[src/hw/rtl/sdepq_pkg.sv]
// Package with the types and constants of the sorted priority queue.
`timescale 1ns / 1ps
`default_nettype none
package sdepq_pkg;

  localparam int DEPTH_DEFAULT = 16;
  localparam int VALUE_W       = 32;
  localparam int MODE_W        = 2;
  localparam int STATUS_W      = 2;
  localparam int CAP_W         = 5;
  localparam logic [CAP_W-1:0] CAP_RESET = 5'd16;

  typedef enum logic [MODE_W-1:0] {
    MODE_INSERT     = 2'd0,
    MODE_REMOVE_MIN = 2'd1,
    MODE_REMOVE_MAX = 2'd2
  } mode_e;

  typedef enum logic [STATUS_W-1:0] {
    STATUS_DONE      = 2'd0,
    STATUS_OVERFLOW  = 2'd1,
    STATUS_UNDERFLOW = 2'd2
  } status_e;

  typedef struct packed {
    logic ins;
    logic occ;
    logic at_rear;
    logic pick;
  } cell_ctrl_t;

endpackage
`default_nettype wire

[src/hw/rtl/sdepq_cell.sv]
// One slot of the sorted store, with its compare and shift logic.
`timescale 1ns / 1ps
`default_nettype none
module sdepq_cell (
  input  wire logic                                    clk_i,
  input  wire sdepq_pkg::cell_ctrl_t                   ctrl_i,
  input  wire logic signed [sdepq_pkg::VALUE_W-1:0]    key_i,
  input  wire logic signed [sdepq_pkg::VALUE_W-1:0]    left_val_i,
  input  wire logic                                    left_gt_i,
  output logic signed [sdepq_pkg::VALUE_W-1:0]         val_o,
  output logic                                         gt_o,
  output logic signed [sdepq_pkg::VALUE_W-1:0]         tap_o
);

  logic signed [sdepq_pkg::VALUE_W-1:0] val_q, val_d;
  logic                                 shift, place;

  assign gt_o  = ctrl_i.occ & (key_i < val_q);
  assign shift = ctrl_i.ins & left_gt_i;
  assign place = ctrl_i.ins & ~left_gt_i & (gt_o | ctrl_i.at_rear);

  always_comb begin
    val_d = val_q;
    if (shift) begin
      val_d = left_val_i;
    end else if (place) begin
      val_d = key_i;
    end
  end

  always_ff @(posedge clk_i) begin
    val_q <= val_d;
  end

  assign val_o = val_q;
  assign tap_o = ctrl_i.pick ? val_q : '0;

endmodule
`default_nettype wire

[src/hw/rtl/sorted_double_ended_priority_queue_unit.sv]
// Latency: a result appears in the cycle after its input transfer. Throughput: one
// transfer per cycle unless the output stalls, since every cell of the row compares
// and shifts in the same cycle and the removal read is one select over the cells.
// Reset clears both indices and the output valid and sets capacity to 16.
// The store itself is not cleared; only slots written by an insert are read.
`timescale 1ns / 1ps
`default_nettype none
module sorted_double_ended_priority_queue_unit #(
  parameter int DEPTH = sdepq_pkg::DEPTH_DEFAULT
) (
  input  wire logic                              clk_i,
  input  wire logic                              rst_ni,
  input  wire logic                              cfg_valid_i,
  output logic                                   cfg_ready_o,
  input  wire logic [sdepq_pkg::CAP_W-1:0]       cfg_data_i,
  input  wire logic                              s_axis_tvalid,
  output logic                                   s_axis_tready,
  // value
  input  wire logic [sdepq_pkg::VALUE_W-1:0]     s_axis_tdata,
  // mode
  input  wire logic [sdepq_pkg::MODE_W-1:0]      s_axis_tuser,
  output logic                                   m_axis_tvalid,
  input  wire logic                              m_axis_tready,
  // removed_value
  output logic [sdepq_pkg::VALUE_W-1:0]          m_axis_tdata,
  // status [1:0], now_empty [2]
  output logic [sdepq_pkg::STATUS_W:0]           m_axis_tuser
);

  localparam int IdxW = $clog2(DEPTH + 1);
  localparam int CmpW = (IdxW > sdepq_pkg::CAP_W) ? IdxW : sdepq_pkg::CAP_W;

  logic [sdepq_pkg::CAP_W-1:0]    cap_q;
  logic [IdxW-1:0]                front_q, front_d, rear_q, rear_d;
  logic                           out_valid_q;
  logic [sdepq_pkg::VALUE_W-1:0]  out_data_q;
  logic [sdepq_pkg::STATUS_W-1:0] out_status_q;
  logic                           out_empty_q;

  logic [CmpW-1:0]                cap_ext, eff_cap;
  logic                           fire, empty, full;
  logic                           ins, pick_min, pick_max;
  logic [sdepq_pkg::STATUS_W-1:0] status;
  logic [sdepq_pkg::VALUE_W-1:0]  removed, tap_or;
  logic [IdxW-1:0]                front_inc, rear_dec;

  sdepq_pkg::cell_ctrl_t                  ctrl [DEPTH];
  logic signed [sdepq_pkg::VALUE_W-1:0]   val  [DEPTH];
  logic signed [sdepq_pkg::VALUE_W-1:0]   tap  [DEPTH];
  logic                                   gt   [DEPTH];

  assign cfg_ready_o   = 1'b1;
  assign s_axis_tready = ~out_valid_q | m_axis_tready;
  assign fire          = s_axis_tvalid & s_axis_tready;

  assign cap_ext = CmpW'(cap_q);
  always_comb begin
    eff_cap = cap_ext;
    if (cap_ext == '0) begin
      eff_cap = CmpW'(1);
    end else if (cap_ext > CmpW'(DEPTH)) begin
      eff_cap = CmpW'(DEPTH);
    end
  end

  assign empty     = (rear_q == '0);
  assign full      = (CmpW'(rear_q) >= eff_cap);
  assign front_inc = front_q + IdxW'(1);
  assign rear_dec  = rear_q - IdxW'(1);

  always_comb begin
    front_d  = front_q;
    rear_d   = rear_q;
    ins      = 1'b0;
    pick_min = 1'b0;
    pick_max = 1'b0;
    removed  = '0;
    status   = sdepq_pkg::STATUS_DONE;
    unique case (s_axis_tuser)
      sdepq_pkg::MODE_INSERT: begin
        if (full) begin
          status = sdepq_pkg::STATUS_OVERFLOW;
        end else begin
          ins    = 1'b1;
          rear_d = rear_q + IdxW'(1);
        end
      end
      sdepq_pkg::MODE_REMOVE_MIN: begin
        if (empty) begin
          status = sdepq_pkg::STATUS_UNDERFLOW;
        end else begin
          pick_min = 1'b1;
          removed  = tap_or;
          if (front_inc >= rear_q) begin
            front_d = '0;
            rear_d  = '0;
          end else begin
            front_d = front_inc;
          end
        end
      end
      sdepq_pkg::MODE_REMOVE_MAX: begin
        if (empty) begin
          status = sdepq_pkg::STATUS_UNDERFLOW;
        end else begin
          pick_max = 1'b1;
          removed  = tap_or;
          if (rear_dec <= front_q) begin
            front_d = '0;
            rear_d  = '0;
          end else begin
            rear_d = rear_dec;
          end
        end
      end
      default: begin
      end
    endcase
  end

  for (genvar i = 0; i < DEPTH; i++) begin : g_cell
    assign ctrl[i].ins     = fire & ins;
    assign ctrl[i].occ     = (IdxW'(i) >= front_q) & (IdxW'(i) < rear_q);
    assign ctrl[i].at_rear = (IdxW'(i) == rear_q);
    assign ctrl[i].pick    = (pick_min & (IdxW'(i) == front_q))
                           | (pick_max & (IdxW'(i + 1) == rear_q));
    if (i == 0) begin : g_first
      sdepq_cell u_cell (
        .clk_i      (clk_i),
        .ctrl_i     (ctrl[i]),
        .key_i      (s_axis_tdata),
        .left_val_i ('0),
        .left_gt_i  (1'b0),
        .val_o      (val[i]),
        .gt_o       (gt[i]),
        .tap_o      (tap[i])
      );
    end else begin : g_rest
      sdepq_cell u_cell (
        .clk_i      (clk_i),
        .ctrl_i     (ctrl[i]),
        .key_i      (s_axis_tdata),
        .left_val_i (val[i-1]),
        .left_gt_i  (gt[i-1]),
        .val_o      (val[i]),
        .gt_o       (gt[i]),
        .tap_o      (tap[i])
      );
    end
  end

  always_comb begin
    tap_or = '0;
    for (int k = 0; k < DEPTH; k++) begin
      tap_or = tap_or | tap[k];
    end
  end

  always_ff @(posedge clk_i or negedge rst_ni) begin
    if (!rst_ni) begin
      cap_q       <= sdepq_pkg::CAP_RESET;
      front_q     <= '0;
      rear_q      <= '0;
      out_valid_q <= 1'b0;
    end else begin
      if (cfg_valid_i && cfg_ready_o) begin
        cap_q <= cfg_data_i;
      end
      if (fire) begin
        front_q     <= front_d;
        rear_q      <= rear_d;
        out_valid_q <= 1'b1;
      end else if (m_axis_tready) begin
        out_valid_q <= 1'b0;
      end
    end
  end

  always_ff @(posedge clk_i) begin
    if (fire) begin
      out_data_q   <= removed;
      out_status_q <= status;
      out_empty_q  <= (rear_d == '0);
    end
  end

  assign m_axis_tvalid = out_valid_q;
  assign m_axis_tdata  = out_data_q;
  assign m_axis_tuser  = {out_empty_q, out_status_q};

endmodule
`default_nettype wire

[config.mk]
export PLATFORM = sky130hd
export DESIGN_NAME = sorted_double_ended_priority_queue_unit
export DESIGN_NICKNAME = d
export VERILOG_FILES = /design/src/hw/rtl/sdepq_pkg.sv /design/src/hw/rtl/sdepq_cell.sv /design/src/hw/rtl/sorted_double_ended_priority_queue_unit.sv
export SDC_FILE = /design/constraint.sdc
export NUM_CORES = 2
export LEC_CHECK = 0
export ABC_CLOCK_PERIOD_IN_PS = 5550
export BUFFER_PORTS_ARGS = -buffer_cell sky130_fd_sc_hd__clkbuf_2
export CAP_MARGIN = 5
export CORE_AREA = 10 10 411 213
export CTS_CLUSTER_DIAMETER = 200
export DETAILED_ROUTE_END_ITERATION = 8
export DIE_AREA = 0 0 421 223
export GPL_ROUTABILITY_DRIVEN = 0
export PLACE_DENSITY = 0.64
export RECOVER_POWER = 50
export SYNTH_ARGS = -nofsm -noshare
export SYNTH_HDL_FRONTEND = slang
export SYNTH_SLANG_ARGS = --single-unit
[constraint.sdc]
create_clock -name clk_i -period 5.55 [get_ports clk_i]
set_input_delay 0.555 -clock clk_i [delete_from_list [all_inputs] [get_ports clk_i]]
set_output_delay 0.555 -clock clk_i [all_outputs]
set_load 0.05 [all_outputs]
# Word-level counts from Yosys, hierarchy flattened
# Index checks and enable logic that the tools add are counted.
# classes
addsub	3
n_mul	0
n_div	0
n_lt_le_gt_ge	52
n_eq_ne	36
shift	0
n_mux	69
n_bitwise	177
reduce_logical	25
# ops
op	count
$mux 32	46
$lt 32x32->1	16
$or 32x32->32	15
$and 1x1->1	112
$eq 4x5->1 const A	16
$mux 5	11
$eq 3x5->1 const A	8
$ge 4x5->1 const A	8
$lt 4x5->1 const A	8
$reduce_bool 2->1	17
$or 1x1->1	33
$eq 2x5->1 const A	4
$ge 3x5->1 const A	4
$logic_not 5->1	4
$lt 3x5->1 const A	4
$not 1->1	17
$pmux 5 s3	1
$add 5x1->5 const B	2
$eq 1x5->1 const A	2
$ge 1x5->1 const A	2
$ge 2x5->1 const A	2
$ge 5x5->1	2
$lt 1x5->1 const A	2
$lt 2x5->1 const A	2
14 further kinds	24
# word_totals
register_bits	563
latch_bits	0
mem_bits_rw	0
romBits	0
inputBits	44
out_inout_bits	38
word_cells	385
n_memories	0

# Depth between registers and ports, before layout
# depth
word_depth	21
depth_mapped	14
ltp_nobuf	13

# By module
# A second synthesis with hierarchy kept.
# unflattened
cells_unflattened	4049
area_unflattened_um2	42295.6
# by_module_without_submodules
mod	instances	cells_each	area_per_inst_um2	seq_area_each_um2
sdepq_cell	16	221	2372.3	960.9
sorted_double_ended_priority_queue_unit	1	513	4339.2	1452.6

# Worst setup path before layout
# Ideal clock, no wire load.
# synth_path
kind	register to register
startpoint	register out_valid_q (netlist: m_axis_tvalid)
endpoint	register g_cell[0].g_first.u_cell.val_q (netlist bit g_cell[0].g_first.u_cell.val_o[0]) (enable)
setup_ns	0.466
t_arrival_ns	5.233
t_required_ns	5.084
path_slack_ns	-0.149
stages_incl_launch_ff	9
path_buffers	3
synth_period_minus_slack_ns	5.699
path_cell_list	dfrtp_1 nand2b_1 nand2_1 inv_1 nand3_1 clkbuf_1 clkbuf_1 clkbuf_1 o21ai_0
# synth_via
elab_chain_cells	5
# synth_rtl
element	line	rtl
start: declaration	sorted_double_ended_priority_queue_unit.sv:35	logic out_valid_q;
start signal: assignment	sorted_double_ended_priority_queue_unit.sv:164	out_valid_q <= 1'b0;
start signal: assignment	sorted_double_ended_priority_queue_unit.sv:172	out_valid_q <= 1'b1;
start signal: assignment	sorted_double_ended_priority_queue_unit.sv:174	out_valid_q <= 1'b0;
$not 1->1	sorted_double_ended_priority_queue_unit.sv:53	assign s_axis_tready = ~out_valid_q | m_axis_tready;
$or 1x1->1	sorted_double_ended_priority_queue_unit.sv:53	
net s_axis_tready	sorted_double_ended_priority_queue_unit.sv:17	output logic s_axis_tready,
$and 1x1->1	sorted_double_ended_priority_queue_unit.sv:54	assign fire = s_axis_tvalid & s_axis_tready;
net fire	sorted_double_ended_priority_queue_unit.sv:41	logic fire, empty, full;
$and 1x1->1	sorted_double_ended_priority_queue_unit.sv:122	assign ctrl[i].ins = fire & ins;
$and 1x1->1	sdepq_cell.sv:20	assign place = ctrl_i.ins & ~left_gt_i & (gt_o | ctrl_i.at_rear);
net g_cell[0].g_first.u_cell.place	sdepq_cell.sv:16	logic shift, place;
end signal: assignment	sdepq_cell.sv:32	val_q <= val_d;
end: declaration	sdepq_cell.sv:15	logic signed [sdepq_pkg::VALUE_W-1:0] val_q, val_d;
# The timed path passes the listed nets, and every way through them passes these cells.
# A chain may end at the register's enable or synchronous reset.

# Worst setup path after layout
# layout_path
startpoint	input s_axis_tdata[8] (netlist name)
endpoint	register g_cell[2].g_rest.u_cell.val_q (netlist bit g_cell[2].g_rest.u_cell.val_o[1]) (enable)
# layout_via
elab_chain_cells	6
word_cells_on_any_way	10
cone_classes	order compare: 2; bitwise: 7; reduce/logical: 1
# layout_rtl
element	line	rtl
start: declaration	sorted_double_ended_priority_queue_unit.sv:19	input wire logic [sdepq_pkg::VALUE_W-1:0] s_axis_tdata,
$lt 32x32->1	sdepq_cell.sv:18	assign gt_o = ctrl_i.occ & (key_i < val_q);
$and 1x1->1	sdepq_cell.sv:18	
$not 1->1	sdepq_cell.sv:20	
$and 1x1->1 (2 in a row)	sdepq_cell.sv:20	
$reduce_bool 2->1 (no source line) (*)	-	
end signal: assignment	sdepq_cell.sv:32	
end: declaration	sdepq_cell.sv:15	
# Mark *: on every way between the ends. The rest lies on a longest branch, timed or not.

==> metrics.md <==
| Metric | Value |
|---|---|
| Core footprint | `80,600 µm²` |
| Largest net degree at the start of global routing | `40` |
| Synthesized area | `39,800 µm²` |
| Initial drt markers | `6,823` |
| Max cap viols | `8` |
| Synth warnings | `0` |
| Worst path slowest cell | `clkbuf_1` |
| Outcome | `finished, violations left` |
| Fraction of layout cells with a size suffix above 1 | `13.3%` |
| Slowest stage delay, CP | `1.01 ns` |
| Die height | `223 µm` |
| DR vias/cell | `6.85` |
| PortBufs | `80` |
| Antenna violations before repair | `9` |
| Crit end category | `flop` |
| Fin Setup TNS | `0 ns` |
| CP required | `5.82 ns` |
| Relative slew slack | `-28.6%` |
| Post-DP HPWL | `126,000 µm` |
| Global route total overflow | `0` |
| First-pass GRT wire length | `231,000 µm` |
| Hold Slack | `0.127 ns` |
| Crit path buffers/inverters | `4` |
| Synth Area per Inst | `11.1 µm²` |
| Starting density of the core | `49.4%` |
| Compound-Gate Fraction of Synth Area | `14.5%` |
| Most frequent cell on the critical path | `clkbuf_1` |
| Synth unique cells | `78` |
| Chip width | `421 µm` |
| Per-cell routed wire length | `34.2 µm` |
| Post-route cell area | `44,700 µm²` |
| Sequential area share after synthesis | `42.3%` |
| CP Cell Sequence | `clkbuf_1 > clkbuf_1 > ha_1 > and4_1 > nor4b_1 > o31ai_1 > a311oi_1 > clkbuf_1 > or3_1 > and3_1 > a21oi_1 > a21oi_4 > clkbuf_4` |
| Measured slew at the worst slew-check pin | `1.93 ns` |
| Placed Instances | `4,776` |
| WP data arrival | `5.70 ns` |
| R2R depth | `13` |
| Crit-path max FO | `25` |
| Mapped Cells | `3,574` |
| CTS root buf | `clkbuf_16` |
| Final hold vios | `0` |
| Worst r2r dst | `g_cell[12].g_rest.u_cell.val_o[0]$_DFFE_PP_` |
| Worst min-delay path startpoint | `cfg_data_i[4]` |
| Clock-pin slew on the worst setup and hold paths | `0.07 ns` |
| Row cnt | `74` |
| Mux cell area share after synthesis | `13.3%` |
| Worst setup SP type | `primary input` |
| TritonCTS Buffers | `55` |
| Htree depth | `2` |
| Post-cts gate resize count | `0` |
| Final Slew Violations | `190` |
| Hold WC Path Type | `primary input to flop` |
| DR vias | `33,500` |
| Maximum vdd ir drop | `0.224 mV` |
| Postcts setup bufs | `0` |
| RSZ-0062 raised after global routing | `false` |
| Hold path endpoint | `cap_ext[4]$_DFFE_PN1P_` |
| FF-to-FF Start | `g_cell[11].g_rest.u_cell.val_o[31]$_DFFE_PP_` |
| Final critical-path required period | `5.43 ns` |
| DRC | `3` |
| Dpl cell area | `43,200 µm²` |
| Post-synthesis xor/xnor area fraction | `0.198%` |
| Die area | `93,900 µm²` |
| PD cells | `284 nW/µm²` |
| CTS max path bufs | `3` |
| Vias in the first global route | `30,500` |
| Failing checks | `design-rule violations, max-capacitance violations, max-slew violations` |
| Largest delay share family, worst path | `buffers and inverters` |
| Largest family of logic cells by synthesized area | `adder cells` |
| F_max | `184 MHz` |
| Final worst-path cycle share | `97.7%` |
| Clk_skew | `0.0569 ns` |
| Final cell count without fillers | `4,892` |
| Post-synthesis simple-gate area fraction | `6.65%` |
| Worst Path Class, Setup | `primary input to flop` |
| Async SR Flop Fraction | `2.84%` |
| # nets final | `4,298` |
| #FFs+latches synth | `563` |
| Worst-Skew Late Latency | `0.69 ns` |
| Leak pwr | `18.2 nW` |
| TritonCTS Sinks | `563` |
| Area grow syn2layout | `12.3%` |
| EDFF count, synth | `547` |
| WL final | `167,000 µm` |
| Antenna viol nets, final | `0` |
| Slack of the worst reg-to-reg path | `0.65 ns` |
| Drt pass-1 iters | `9` |
| All-layer global routing usage | `33.9%` |
| Hold-critical path depth | `3` |
| I/O pin count | `82` |
| Synthesized Nets | `4,140` |
| Most used flip-flop cell after synthesis | `edfxtp_1` |
| Setup violations, final | `0` |
| CTS tree | `done` |
| Synth Area in Adders | `16.4%` |
==> registers in the layout, indices dropped and copies added, names as in the netlist <==
| signal | cells |
|---|---|
| m_axis_tdata | 32 |
| g_cell.g_rest.u_cell.val_o | 480 |
| m_axis_tvalid | 1 |
| front_q | 5 |
| out_empty_q | 1 |
| out_status_q | 2 |
| g_cell.g_first.u_cell.val_o | 32 |
| cap_ext | 5 |
| rear_q | 5 |
==> kinds of logic after synthesis <==
family	Yosys count
compound gates	816
xor+xnor	9
simple gates	519
buf+inv	685
fa+ha+maj	522
other cells	1
flops	563
mux	459
==> worst reg2reg max path: cells and delay by family, from the launching register on <==
family / cells / cell delay [ns]
adders and majority gates: 1 / 0.38
buffers and inverters: 5 / 1.46
AOI/OAI and AO/OA: 3 / 0.67
DFF: 1 / 0.34
and+or+nand+nor: 4 / 1.71
==> worst max path at each step <==
stage	start	to	slack, ns	cells after the start
floorplan	m_axis_tvalid$_DFFE_PN0P_	g_cell[15].g_rest.u_cell.val_o[0]$_DFFE_PP_	0.50	8
global placement	s_axis_tdata[31]	g_cell[11].g_rest.u_cell.val_o[18]$_DFFE_PP_	0.60	13
CTS	rear_q[0]$_DFFE_PN0P_	m_axis_tdata[29]$_SDFFCE_PP0P_	1.0	10
global route	s_axis_tdata[15]	g_cell[2].g_rest.u_cell.val_o[0]$_DFFE_PP_	0.27	12
finish	s_axis_tdata[8]	g_cell[2].g_rest.u_cell.val_o[1]$_DFFE_PP_	0.12	13
detailed placement	s_axis_tdata[31]	g_cell[11].g_rest.u_cell.val_o[21]$_DFFE_PP_	0.50	13
==> power by group <==
part           switching [mW]  internal (mW)  total [mW]
clock network            1.87           2.30        4.17
registers               0.270           4.95        5.22
logic                    2.22           1.09        3.31
==> placed cells by master, fill, tap and decap left out, types with 10 or more instances in the layout <==
master and count:
buf_4 121, mux2_1 262, a222oi_1 64, nand4_1 89
a21oi_1 144, diode_2 12, ha_1 522, o211ai_1 34
nand2b_1 26, dfrtp_1 15, mux2_2 192, and3_1 36
o21a_1 21, a211oi_1 48, nor2_1 101, nor3_1 21
or4_1 10, inv_1 521, a31oi_1 48, buf_12 34
clkinv_1 12, bufinv_16 10, a221oi_1 69, nand3_1 43
a22o_1 71, o221ai_1 16, clkbuf_1 96, a21o_1 56
nand2_1 123, o2111ai_1 11, a22oi_1 33, clkbuf_2 21
o21ai_0 129, nor4_1 23, edfxtp_1 547, clkbuf_16 55
==> synthesized netlist by cell type (4+ instances only) <==
library cell,instances,area (µm²)
mux2_1,235,2650
o21ai_0,130,651
inv_1,521,1960
a22oi_1,33,248
or2_1,7,43.8
o211ai_1,34,255
buf_1,16,60.1
and3_1,36,225
o21a_1,21,158
or2_2,5,31.3
xnor2_1,7,61.3
a221oi_1,69,604
nand3_1,44,220
nor3_1,21,105
and4_1,4,35.0
nor4_1,22,138
nor2b_1,6,37.5
a22o_1,72,631
o31ai_1,10,75.1
a21oi_1,146,731
nor2_1,105,394
o21ai_1,5,25.0
nand4_1,89,557
o221ai_1,17,149
a21o_1,56,420
clkbuf_1,118,443
nand2b_1,26,163
or4_1,8,60.1
mux2_4,30,450
mux2_2,192,2160
o2111ai_1,11,96.3
a31oi_1,56,350
buf_2,23,115
o22ai_1,5,31.3
nand2_1,126,473
a222oi_1,64,641
a211o_1,9,78.8
ha_1,522,6530
edfxtp_1,547,16400
a21boi_0,4,30.0
a211oi_1,49,368
dfrtp_1,15,375
==> per-stage QoR <==
stage                     util [%]  power [mW]  setup slack (ns)
after global placement        53.5        8.39             0.598
after CTS                     55.9        12.5             0.999
final                         55.4        12.7             0.125
after detailed placement      53.5        8.44             0.497
after global routing          55.4        13.0             0.273
after floorplan                  -        6.98             0.501
==> layout make-up <==
| class | instances | area, µm² |
|---|---|---|
| sequential | 563 | 16800 |
| clock inverter | 37 | 463 |
| antenna | 12 | 30.0 |
| tap | 1102 | 1380 |
| timing repair buffer | 264 | 2040 |
| fill | 6930 | 35900 |
| clock buffer | 66 | 1420 |
| inverter | 522 | 1960 |
| multi-input combinational | 2326 | 20600 |
==> routing by layer <==
layer | GRT usage [%] | wire length [µm] | up-vias
met5 | 6.35 | 1150 | -
met4 | 6.14 | 3760 | 18
met3 | 25.5 | 37600 | 313
met2 | 37.4 | 54100 | 3008
met1 | 49.0 | 70600 | 16200
li1 | - | - | 14000
==> repair_timing <==
action | 4_1_cts | 5_1_grt
setup endpoints to repair | 0 | 0
hold buffers | 1 | 0
endpoints found under the hold margin | 15 | 0
No activity file was read; power rests on OpenSTA's default activity.
